===== src/hw/rtl/assert_macros.svh =====
// assertion helpers used by the rtl
`ifndef ASSERT_MACROS_SVH
`define ASSERT_MACROS_SVH

// concurrent check sampled on the rising clock edge, off while reset is low
`define ASSERT_CLK(label, clk, rst_n, prop) \
	label: assert property (@(posedge clk) disable iff (!rst_n) prop) \
		else $error("%m: check failed");

// condition that must never be seen while out of reset
`define ASSERT_NEVER(label, clk, rst_n, cond) \
	label: assert property (@(posedge clk) disable iff (!rst_n) !(cond)) \
		else $error("%m: forbidden condition seen");

`endif


===== src/hw/rtl/tdop_pkg.sv =====
package tdop_pkg;

	localparam int ID_W        = 6;
	localparam int NODE_SPAN   = 1 << ID_W;
	localparam int IDX_W       = 3;
	localparam int MAX_RESULTS = 7;

	typedef struct packed {
		logic            func;
		logic [ID_W-1:0] src_node;
		logic [ID_W-1:0] dst_node;
	} req_t;

	typedef struct packed {
		logic [ID_W-1:0]  hop_node;
		logic [IDX_W-1:0] hop_index;
		logic             last_hop;
		logic             id_error;
	} hop_t;

	// controller to datapath
	typedef struct packed {
		logic load;
		logic emit_err;
		logic step;
	} ctl_cmd_t;

	// datapath to controller
	typedef struct packed {
		logic err;
		logic same;
		logic last;
	} dp_status_t;

	typedef enum logic [1:0] {
		ST_IDLE,
		ST_EVAL,
		ST_WALK
	} ctl_state_t;

endpackage


===== src/hw/rtl/tdop_stream_if.sv =====
interface tdop_stream_if #(
	parameter type payload_t = logic
);
	logic     valid;
	logic     ready;
	payload_t data;

	modport source (output valid, output data, input ready);
	modport sink   (input valid, input data, output ready);
endinterface


===== src/hw/rtl/tdop_datapath.sv =====
`include "assert_macros.svh"

module tdop_datapath import tdop_pkg::*; #(
	parameter int ROWS   = 3,
	parameter int COLS   = 4,
	parameter int LAYERS = 3
) (
	input  logic       clk,
	input  logic       arst_n,
	input  ctl_cmd_t   cmd,
	input  req_t       req,
	output dp_status_t status,
	output hop_t       hop
);

	localparam int PLANE = ROWS * COLS;
	localparam int TOTAL = PLANE * LAYERS;
	localparam int TW    = $clog2(TOTAL + 1);
	localparam int NW    = (TW > ID_W) ? TW : ID_W;
	localparam int LW    = $clog2(LAYERS);
	localparam int RW    = $clog2(ROWS);
	localparam int CW    = $clog2(COLS);

	// id to coordinate decode, constant tables
	logic [LW-1:0] lay_lut [NODE_SPAN];
	logic [RW-1:0] row_lut [NODE_SPAN];
	logic [CW-1:0] col_lut [NODE_SPAN];

	for (genvar i = 0; i < NODE_SPAN; i++) begin : g_lut
		assign lay_lut[i] = LW'(i / PLANE);
		assign row_lut[i] = RW'((i % PLANE) / COLS);
		assign col_lut[i] = CW'(i % COLS);
	end

	logic          order_q;
	logic          err_q;
	logic          same_q;
	logic [LW-1:0] cur_l_q, end_l_q;
	logic [RW-1:0] cur_r_q, end_r_q;
	logic [CW-1:0] cur_c_q, end_c_q;
	logic [IDX_W-1:0] k_q;
	hop_t          hop_q;

	logic          err_in;
	logic          done_l, done_r, done_c;
	logic          step_l, step_r, step_c;
	logic [LW-1:0] nxt_l;
	logic [RW-1:0] nxt_r;
	logic [CW-1:0] nxt_c;
	logic [NW-1:0] nxt_id;
	logic          last;

	assign err_in = (NW'(req.src_node) >= NW'(TOTAL)) || (NW'(req.dst_node) >= NW'(TOTAL));

	assign done_l = (cur_l_q == end_l_q);
	assign done_r = (cur_r_q == end_r_q);
	assign done_c = (cur_c_q == end_c_q);

	// pick the first unfinished ring in the chosen order
	always_comb begin
		step_l = 1'b0;
		step_r = 1'b0;
		step_c = 1'b0;
		if (!order_q) begin
			if (!done_c) step_c = 1'b1;
			else if (!done_r) step_r = 1'b1;
			else step_l = 1'b1;
		end else begin
			if (!done_l) step_l = 1'b1;
			else if (!done_r) step_r = 1'b1;
			else step_c = 1'b1;
		end
	end

	always_comb begin
		nxt_l = cur_l_q;
		nxt_r = cur_r_q;
		nxt_c = cur_c_q;
		if (step_l) nxt_l = (cur_l_q == LW'(LAYERS - 1)) ? '0 : cur_l_q + LW'(1);
		if (step_r) nxt_r = (cur_r_q == RW'(ROWS - 1)) ? '0 : cur_r_q + RW'(1);
		if (step_c) nxt_c = (cur_c_q == CW'(COLS - 1)) ? '0 : cur_c_q + CW'(1);
	end

	assign nxt_id = NW'(nxt_l) * NW'(PLANE) + NW'(nxt_r) * NW'(COLS) + NW'(nxt_c);
	assign last   = ((nxt_l == end_l_q) && (nxt_r == end_r_q) && (nxt_c == end_c_q))
		|| (k_q == IDX_W'(MAX_RESULTS - 1));

	always_ff @(posedge clk or negedge arst_n) begin
		if (!arst_n) begin
			k_q <= '0;
		end else if (cmd.load) begin
			k_q <= '0;
		end else if (cmd.step) begin
			k_q <= k_q + IDX_W'(1);
		end
	end

	always_ff @(posedge clk) begin
		if (cmd.load) begin
			order_q <= req.func;
			err_q   <= err_in;
			same_q  <= (req.src_node == req.dst_node);
			cur_l_q <= lay_lut[req.src_node];
			cur_r_q <= row_lut[req.src_node];
			cur_c_q <= col_lut[req.src_node];
			end_l_q <= lay_lut[req.dst_node];
			end_r_q <= row_lut[req.dst_node];
			end_c_q <= col_lut[req.dst_node];
		end else if (cmd.step) begin
			cur_l_q <= nxt_l;
			cur_r_q <= nxt_r;
			cur_c_q <= nxt_c;
		end
		if (cmd.emit_err) begin
			hop_q.hop_node  <= '0;
			hop_q.hop_index <= '0;
			hop_q.last_hop  <= 1'b1;
			hop_q.id_error  <= 1'b1;
		end else if (cmd.step) begin
			hop_q.hop_node  <= nxt_id[ID_W-1:0];
			hop_q.hop_index <= k_q;
			hop_q.last_hop  <= last;
			hop_q.id_error  <= 1'b0;
		end
	end

	assign status.err  = err_q;
	assign status.same = same_q;
	assign status.last = last;
	assign hop         = hop_q;

	// a step with every ring already at its target would invent a hop
	`ASSERT_NEVER(a_step_past_dst, clk, arst_n, cmd.step && done_l && done_r && done_c)
	`ASSERT_CLK(a_idx_advance, clk, arst_n,
		cmd.step && !cmd.load |=> k_q == IDX_W'($past(k_q) + IDX_W'(1)))
	`ASSERT_NEVER(a_cmd_overlap, clk, arst_n, (cmd.step || cmd.emit_err) && cmd.load)

endmodule


===== src/hw/rtl/tdop_controller.sv =====
module tdop_controller import tdop_pkg::*; (
	input  logic       clk,
	input  logic       arst_n,
	input  logic       req_valid,
	output logic       req_ready,
	output logic       hop_valid,
	input  logic       hop_ready,
	input  dp_status_t status,
	output ctl_cmd_t   cmd
);

	ctl_state_t state_q, state_d;
	logic       out_valid_q;
	logic       slot_free;

	// output register can take a new hop this cycle
	assign slot_free = !out_valid_q || hop_ready;

	always_comb begin
		state_d = state_q;
		case (state_q)
			ST_IDLE: begin
				if (req_valid) state_d = ST_EVAL;
			end
			ST_EVAL: begin
				if (status.err) begin
					if (slot_free) state_d = ST_IDLE;
				end else if (status.same) begin
					state_d = ST_IDLE;
				end else begin
					state_d = ST_WALK;
				end
			end
			ST_WALK: begin
				if (slot_free && status.last) state_d = ST_IDLE;
			end
			default: state_d = ST_IDLE;
		endcase
	end

	always_comb begin
		req_ready    = 1'b0;
		cmd.load     = 1'b0;
		cmd.emit_err = 1'b0;
		cmd.step     = 1'b0;
		case (state_q)
			ST_IDLE: begin
				req_ready = 1'b1;
				cmd.load  = req_valid;
			end
			ST_EVAL: begin
				cmd.emit_err = status.err && slot_free;
			end
			ST_WALK: begin
				cmd.step = slot_free;
			end
			default: ;
		endcase
	end

	always_ff @(posedge clk or negedge arst_n) begin
		if (!arst_n) begin
			state_q     <= ST_IDLE;
			out_valid_q <= 1'b0;
		end else begin
			state_q <= state_d;
			if (cmd.emit_err || cmd.step) out_valid_q <= 1'b1;
			else if (hop_ready) out_valid_q <= 1'b0;
		end
	end

	assign hop_valid = out_valid_q;

endmodule


===== src/hw/rtl/torus_dimension_order_path_generator_top.sv =====
// Dimension-order path generator for a unidirectional LAYERS x ROWS x COLS torus: each
// request on req names a route order and a source and destination id, and hop returns one
// transfer per node entered on the path, with hop_index counting from 0 and last_hop on the
// final one (at most seven hops). Equal ids return nothing; an id at or above the node count
// returns a single transfer with id_error set. One request is handled at a time: it is
// accepted in the idle state and evaluated in the evaluate state, then the walk state returns
// one hop per cycle while hop is drained; an id error's transfer is loaded while evaluating,
// and equal ids go back to idle from there.
module torus_dimension_order_path_generator_top import tdop_pkg::*; #(
	parameter int ROWS   = 3,
	parameter int COLS   = 4,
	parameter int LAYERS = 3
) (
	input  logic         clk,
	input  logic         arst_n,
	tdop_stream_if.sink   req,
	tdop_stream_if.source hop
);

	ctl_cmd_t   cmd;
	dp_status_t status;

	tdop_controller u_ctl (
		.clk       (clk),
		.arst_n    (arst_n),
		.req_valid (req.valid),
		.req_ready (req.ready),
		.hop_valid (hop.valid),
		.hop_ready (hop.ready),
		.status    (status),
		.cmd       (cmd)
	);

	tdop_datapath #(
		.ROWS   (ROWS),
		.COLS   (COLS),
		.LAYERS (LAYERS)
	) u_dp (
		.clk    (clk),
		.arst_n (arst_n),
		.cmd    (cmd),
		.req    (req.data),
		.status (status),
		.hop    (hop.data)
	);

endmodule

===== src/flat_wrapper.sv =====
// flat-port wrapper written by rule: the top's interface ports become plain ports
module torus_dimension_order_path_generator_top_flat import tdop_pkg::*;
#(
	parameter int ROWS   = 3,
	parameter int COLS   = 4,
	parameter int LAYERS = 3
)
  (clk, arst_n, req_valid, req_data, req_ready, hop_valid, hop_data, hop_ready);
  tdop_stream_if req_i ();
  tdop_stream_if hop_i ();
  input  logic clk;
  input  logic arst_n;
  input wire logic [$bits(req_i.valid)-1:0] req_valid;
  input wire logic [$bits(req_i.data)-1:0] req_data;
  output wire logic [$bits(req_i.ready)-1:0] req_ready;
  output wire logic [$bits(hop_i.valid)-1:0] hop_valid;
  output wire logic [$bits(hop_i.data)-1:0] hop_data;
  input wire logic [$bits(hop_i.ready)-1:0] hop_ready;
  assign req_i.valid = req_valid;
  assign req_i.data = req_data;
  assign req_ready = req_i.ready;
  assign hop_valid = hop_i.valid;
  assign hop_data = hop_i.data;
  assign hop_i.ready = hop_ready;
  torus_dimension_order_path_generator_top #(.ROWS(ROWS), .COLS(COLS), .LAYERS(LAYERS)) u_core (.clk(clk), .arst_n(arst_n), .req(req_i), .hop(hop_i));
endmodule

===== config.mk =====
export PLATFORM = sky130hd
export DESIGN_NAME = torus_dimension_order_path_generator_top_flat
export DESIGN_NICKNAME = d
export VERILOG_FILES = /design/src/hw/rtl/tdop_pkg.sv /design/src/hw/rtl/tdop_stream_if.sv /design/src/hw/rtl/tdop_datapath.sv /design/src/hw/rtl/tdop_controller.sv /design/src/hw/rtl/torus_dimension_order_path_generator_top.sv /design/src/flat_wrapper.sv
export VERILOG_INCLUDE_DIRS = /design/src /design/src/hw/rtl
export SDC_FILE = /design/constraint.sdc
export NUM_CORES = 1
export LEC_CHECK = 0
export BUFFER_PORTS_ARGS = -buffer_cell sky130_fd_sc_hd__buf_2
export CORE_AREA = 3 3 40 42
export CTS_CLUSTER_SIZE = 28
export DETAILED_ROUTE_END_ITERATION = 8
export DIE_AREA = 0 0 43 45
export PLACE_DENSITY_LB_ADDON = 0.3
export RECOVER_POWER = 100
export SLEW_MARGIN = 20
export SYNTH_ARGS = -nofsm -noshare
export SYNTH_HDL_FRONTEND = slang
export SYNTH_SLANG_ARGS = --single-unit

===== constraint.sdc =====
create_clock -name clk -period 3.35 [get_ports clk]
set_input_delay 0.67 -clock clk [delete_from_list [all_inputs] [get_ports clk]]
set_output_delay 0.67 -clock clk [all_outputs]
set_load 0.05 [all_outputs]

==> impl_metrics.csv, run 1 <==
group,metric,value,unit
pwr,switching_share,40.0,%
clock_tree,numClockSinks,14,
clock_tree,cts_setup_buffers,0,
clock_tree,tritoncts,"yes",
global_route,grt_overflow,0,
sta,timing.fmax,506,MHz
placement,io_buffers,6,
sta,setup_viol,0,
layout,layout.cells.non_filler,95,
clock_tree,root_buffer,"clkbuf_4",
global_route,grt_first_pass_wirelength,1980,um
sta,postLayoutSetupSlackWorst,1370,ps
pwr,p_comb_share,35.4,%
global_route,grt.total_usage,14.4,%
logic_synthesis,synth_area_leaders,"dfrtp_1, dfxtp_1, edfxtp_1",
hold_path,min_path_type,"primary input to asynchronous set/reset pin",
pwr,netSwitchingPower,0.232,mW
worst_setup_path,cp-end-kind,"output pin",
worst_setup_path,critical_path_arrival,1310,ps
floorplan,die-area,1940,um^2
sta,relSlewSlack,54.0,%
pwr,finalPower,0.581,mW
global_route,grt_pass1_vias,455,
floorplan,die_w,43,um
worst_setup_path,start_kind,"flop",
floorplan,start_util,53.5,%
layout,area_growth,9.29,%
logic_synthesis,syn_area,687,um^2
worst_setup_path,critical_path_class,"flop to output pin",
logic_synthesis,synth_edf_count,2,
sta,period_minus_slack,1980,ps
clock_tree,clock_path_buffers,2,
sta,fin_setup_tns,0,ps
drt,num_vias,510,
pwr,p_int,0.349,mW
pwr,p_leak,0.334,nW
drt,wire_per_inst,12.5,um
logic_synthesis,synth_top_area_cell,"dfrtp_1",
logic_synthesis,yosys_register_bits,14,
placement,dp.cells,91,
global_route,antenna_found_initial,0,
logic_synthesis,yosysSeqAreaShare,48.1,%
drt,drt_iter0_drc,10,
floorplan,core_area,1280,um^2
sta,rsz0062_at_grt,"no",
drt,drc,0,
floorplan,rows,13,
logic_synthesis,synth_top_area_share,21.9,%
worst_setup_path,cp.required,2680,ps
logic_synthesis,async_reset_ff_share,42.9,%
clock_tree,h-tree-depth,1,
drt,vias_per_cell,5.37,
sta,finalCritPeriodShare,59.0,%
sta,hold_viol_final,0,
clock_tree,clkTransAtPathRegs,80,ps
sta,holdWs,247,ps
logic_synthesis,synth_ff_type,"dfxtp_1",
layout,multiInputGateArea,322,um^2
sta,worstMarginPinSlew,689,ps
status,status,"completed",
job,drv_cap,0,
floorplan,ios,8,
clock_tree,clk_latency,290,ps
layout,seq_area,330,um^2
pwr,seq_power_share,43.3,%
global_route,grt_max_degree,9,
layout,fill_cells,116,
pwr,vdd_drop_max,0.360,mV
logic_synthesis,syn-mean-instance-area,9.54,um^2
sta,drv_slew,0,
placement,place_ws,1330,ps
drt,first_pass_iters,4,
drt,wl,1180,um
clock_tree,cts-buffers-inserted,3,
layout,fin_nets,88,
logic_synthesis,netlist_instances,72,
placement,place.gp.congestion,0.779,
layout,num_antenna_cells,0,
drt,ant_nets,0,
sta,finClkSkew,7.17,ps
placement,hpwl,873,um
pwr,power_density,774,nW/um^2
layout,drive_gt1_share,7.50,%
floorplan,fp.dieH,45,um
clock_tree,cts_resized,0,
logic_synthesis,synth_nets,79,
logic_synthesis,ys_types,30,
worst_setup_path,path_max_fanout,6,
logic_synthesis,yosysWarnings,0,
clock_tree,holdBufCountCts,0,
pwr,pwr-share-clk,21.3,%
power groups by stage:
stage | Clock, mW | Sequential (mW) | Combinational, mW
floorplan | 0 | 0.262 | 0.158
global placement | 0 | 0.251 | 0.213
detailed placement | 0 | 0.253 | 0.214
CTS | 0.125 | 0.251 | 0.216
global route | 0.137 | 0.258 | 0.226
finish | 0.124 | 0.251 | 0.206
path summary, 6_finish.rpt:
path,from,endpoint,slack (ps),cells after the start
worst min-delay path,arst_n,u_core.u_dp.k_q[0],250,1
worst max register to register,u_core.u_ctl.state_q[0],u_core.u_dp.cur_l_q[1],1630,4
min in group clk,flop,flop,510,1
worst min register to register,flop,flop,510,1
worst max-delay path,u_core.u_ctl.state_q[0],req_ready,1370,2
max in group asynchronous,arst_n,u_core.u_dp.k_q[1],2860,1
routing by layer:
| layer | routed length (um) | track usage (%) | vias to the layer above |
|---|---|---|---|
| li1 | - | - | 263 |
| met1 | 599 | 18.8 | 231 |
| met2 | 499 | 20.4 | 11 |
| met3 | 47 | 3.59 | 5 |
| met4 | 36 | 10.8 | 0 |
| met5 | 0 | 0 | - |
final cells by class:
| cell class | instances | area share, % |
|---|---|---|
| well taps | 15 | 2.50 |
| multi-input cells | 51 | 42.8 |
| flip-flops and latches | 14 | 44.0 |
| clock buffers | 4 | 4.83 |
| inverters | 5 | 2.50 |
| repair buffers | 6 | 3.33 |
layout by cell type, fill, tap and decap left out, types with 2 or more instances in the layout:
master,n
a21oi_1,2
buf_2,2
clkbuf_1,4
clkbuf_4,3
dfrtp_1,6
dfxtp_1,6
edfxtp_1,2
ha_1,2
inv_1,5
mux2i_1,4
nand2_1,6
nand2b_1,3
nand3_1,2
nor2_1,6
nor2b_1,3
nor3b_1,3
o21ai_0,5
or3_1,2
xor2_1,2
kinds of logic (layout without fill, tap and decap cells):
kind of cell	after synthesis	in the layout	synth area share (%)
AOI/OAI and AO/OA	12	12	10.7
xor gates and xnor gates	2	2	2.55
adders and majority gates	2	2	3.64
buffers and inverters	7	15	4.37
DFF	14	14	48.1
muxes	4	4	5.83
other	1	1	0.546
and+or+nand+nor	30	30	24.2
worst max-delay path, cell delays in order (launching register included):
cell and delay, ps:
dfrtp_1 440, nor2_1 120, clkbuf_1 470
stage by stage:
step / instance area [um^2] / utilization [%]
after floorplan: 687 / -
final: 751 / 58.4
after CTS: 761 / 59.2
after global routing: 751 / 58.4
after global placement: 724 / 56.4
after detailed placement: 724 / 56.4
cell usage after synthesis, types with 3 or more instances:
library cell / n
nor2_1: 6
dfxtp_1: 6
nor3b_1: 3
mux2i_1: 4
nand2_1: 6
dfrtp_1: 6
nand2b_1: 3
nor2b_1: 3
inv_1: 5
o21ai_0: 5
No activity file was read; power rests on OpenSTA's default activity.
==> run 2: changes to the inputs <==
--- a/config.mk
+++ b/config.mk
@@ -6,11 +6,12 @@
 export SDC_FILE = /design/constraint.sdc
 export NUM_CORES = 1
 export LEC_CHECK = 0
+export ABC_AREA = 1
 export BUFFER_PORTS_ARGS = -buffer_cell sky130_fd_sc_hd__buf_2
-export CORE_AREA = 3 3 40 42
+export CORE_MARGIN = 3
+export CORE_UTILIZATION = 48
 export CTS_CLUSTER_SIZE = 28
 export DETAILED_ROUTE_END_ITERATION = 8
-export DIE_AREA = 0 0 43 45
 export PLACE_DENSITY_LB_ADDON = 0.3
 export RECOVER_POWER = 100
 export SLEW_MARGIN = 20
==> constraint.sdc (replaced) <==
create_clock -name clk -period 1.81 [get_ports clk]
set_input_delay 0.362 -clock clk [delete_from_list [all_inputs] [get_ports clk]]
set_output_delay 0.362 -clock clk [all_outputs]
set_load 0.05 [all_outputs]
==> impl_metrics.csv, run 2 <==
group,metric,value,unit
status,status,"completed",
worst_setup_path,cp-end-kind,"output pin",
clock_tree,clock_path_buffers,2,
logic_synthesis,synth_top_area_cell,"dfrtp_1",
clock_tree,numClockSinks,14,
clock_tree,clkTransAtPathRegs,80,ps
sta,relSlewSlack,60.9,%
sta,finalCritPeriodShare,81.0,%
drt,vias_per_cell,4.87,
drt,highest_layer,"met4",
logic_synthesis,syn_area,672,um^2
placement,place.gp.congestion,0.771,
drt,wl,1100,um
logic_synthesis,synth_compound_area_share,10.1,%
logic_synthesis,synth_xor_area_share,0,%
logic_synthesis,synthAdderAreaFrac,3.72,%
global_route,grt_first_pass_wirelength,1810,um
pwr,p_leak,0.400,nW
logic_synthesis,synth_edf_count,2,
placement,io_buffers,6,
logic_synthesis,synth_top_area_share,22.3,%
job,drv_cap,0,
drt,drt_iter0_drc,28,
floorplan,ios,8,
pwr,vdd_drop_max,0.823,mV
logic_synthesis,synth_top_family_by_area,"simple AND/OR/NAND/NOR gates",
drt,first_pass_iters,4,
drt,num_vias,550,
layout,drive_gt1_share,7.07,%
floorplan,rows,12,
logic_synthesis,netlist_instances,89,
clock_tree,cts_resized,0,
floorplan,core_area,1200,um^2
worst_setup_path,critical_path_class,"flop to output pin",
sta,setup_viol,0,
global_route,grt_pass1_vias,428,
clock_tree,cts-buffers-inserted,3,
clock_tree,root_buffer,"clkbuf_4",
layout,layout_commonest_cell,"nand2_1",
sta,hold_viol_final,0,
worst_setup_path,start_kind,"flop",
global_route,antenna_found_initial,0,
global_route,grt_max_degree,11,
floorplan,start_util,55.9,%
layout,num_antenna_cells,0,
layout,layout.cells.non_filler,113,
global_route,grt_overflow,0,
pwr,power_density,1510,nW/um^2
floorplan,die-area,1880,um^2
floorplan,fp.dieH,43.4,um
layout,area_growth,10.6,%
sta,finClkSkew,0.933,ps
logic_synthesis,synth_most_common_cell,"nand2_1",
placement,dp.cells,108,
sta,holdWs,267,ps
drt,wl_met1,545,um
sta,timing.fmax,682,MHz
logic_synthesis,async_reset_ff_share,42.9,%
clock_tree,tritoncts,"yes",
logic_synthesis,yosys_register_bits,14,
logic_synthesis,syn-mean-instance-area,7.55,um^2
logic_synthesis,synth.area.mux_share,0,%
clock_tree,h-tree-depth,1,
logic_synthesis,yosysWarnings,0,
layout,fin_nets,107,
floorplan,die_w,43.4,um
drt,drc,0,
worst_setup_path,critical_path_arrival,1100,ps
logic_synthesis,synth_nets,96,
logic_synthesis,synth_area_leaders,"dfrtp_1, dfxtp_1, nand2_1",
sta,rsz0062_at_grt,"no",
logic_synthesis,synth-simple-area-share,25.3,%
worst_setup_path,cp.required,1450,ps
logic_synthesis,synth_ff_type,"dfxtp_1",
drt,wl_met2,461,um
sta,fin_setup_tns,0,ps
layout,fill_cells,109,
clock_tree,clk_latency,280,ps
hold_path,min_path_type,"primary input to flop",
worst_setup_path,path_max_fanout,3,
sta,period_minus_slack,1470,ps
logic_synthesis,ys_types,17,
sta,drv_slew,0,
drt,ant_nets,0,
sta,worstMarginPinSlew,589,ps
placement,hpwl,843,um
global_route,grt.total_usage,13.2,%
logic_synthesis,synth_common_cells,"nand2_1, inv_1, nor2_1, dfrtp_1, dfxtp_1",
drt,wl_met3,71,um
drt,wire_per_inst,9.73,um
layout,final_cell_mix,"nand2_1, inv_1, nor2_1, dfxtp_1, dfrtp_1",
logic_synthesis,yosysSeqAreaShare,49.2,%
[run 2: final timing paths]
path	from	end	slack (ps)	cells after the start
worst max-delay path	u_core.u_ctl.state_q[0]	req_ready	340	2
worst min-delay path	req_data	u_core.u_dp.end_c_q[0]	270	1
worst max register to register	u_core.u_ctl.hop_valid	u_core.u_dp.cur_c_q[1]	440	8
worst min register to register	flop	flop	470	2
max in group asynchronous	arst_n	u_core.u_ctl.hop_valid	1100	2
min in group asynchronous	arst_n	u_core.u_ctl.state_q[0]	470	2
[run 2: logic make-up after synthesis]
logic type | count (synthesis)
buffers and inverters | 19
AOI/OAI and AO/OA | 12
other | 1
adders and majority gates | 2
and+or+nand+nor | 41
DFF | 14
[run 2: per-stage QoR]
stage	setup WS, ps	total power [mW]	utilization, %	area [um^2]
after global placement	506	0.946	59.5	714
after global routing	272	1.21	61.9	743
after detailed placement	448	0.951	59.5	714
final	344	1.12	61.9	743
after floorplan	277	0.853	-	674
after CTS	368	1.14	62.5	751
[run 2: worst max-delay path, cell delays in order (launching register included)]
cell and delay [ps]:
dfrtp_1 390, nor2_1 140, clkbuf_2 290
[run 2: report_power, final]
| part | switching, mW | internal, mW | leakage, nW | total (mW) |
|---|---|---|---|---|
| clock network | 0.0961 | 0.0856 | 0.0150 | 0.182 |
| logic | 0.333 | 0.151 | 0.238 | 0.483 |
| registers | 0.0552 | 0.403 | 0.147 | 0.458 |
[run 2: cell type report]
class,instances,area (um^2),share of cell area (%)
sequential,14,330,44.4
multi-input combinational,56,264,35.5
tap,14,17.5,2.36
inverter,18,67.6,9.09
clock buffer,4,26.3,3.54
timing repair buffer,7,37.5,5.05
[run 2: what timing repair did]
action | 4_1_cts | 5_1_grt
hold buffers | 1 | 0
setup buffers | 0 | 0
hold endpoints to repair | 6 | 0
[run 2: per-layer routing]
metal / track usage, % / vias up
met5: 0 / -
met4: 7.23 / 0
met3: 4.98 / 3
met2: 17.1 / 17
met1: 18.6 / 232
li1: - / 298
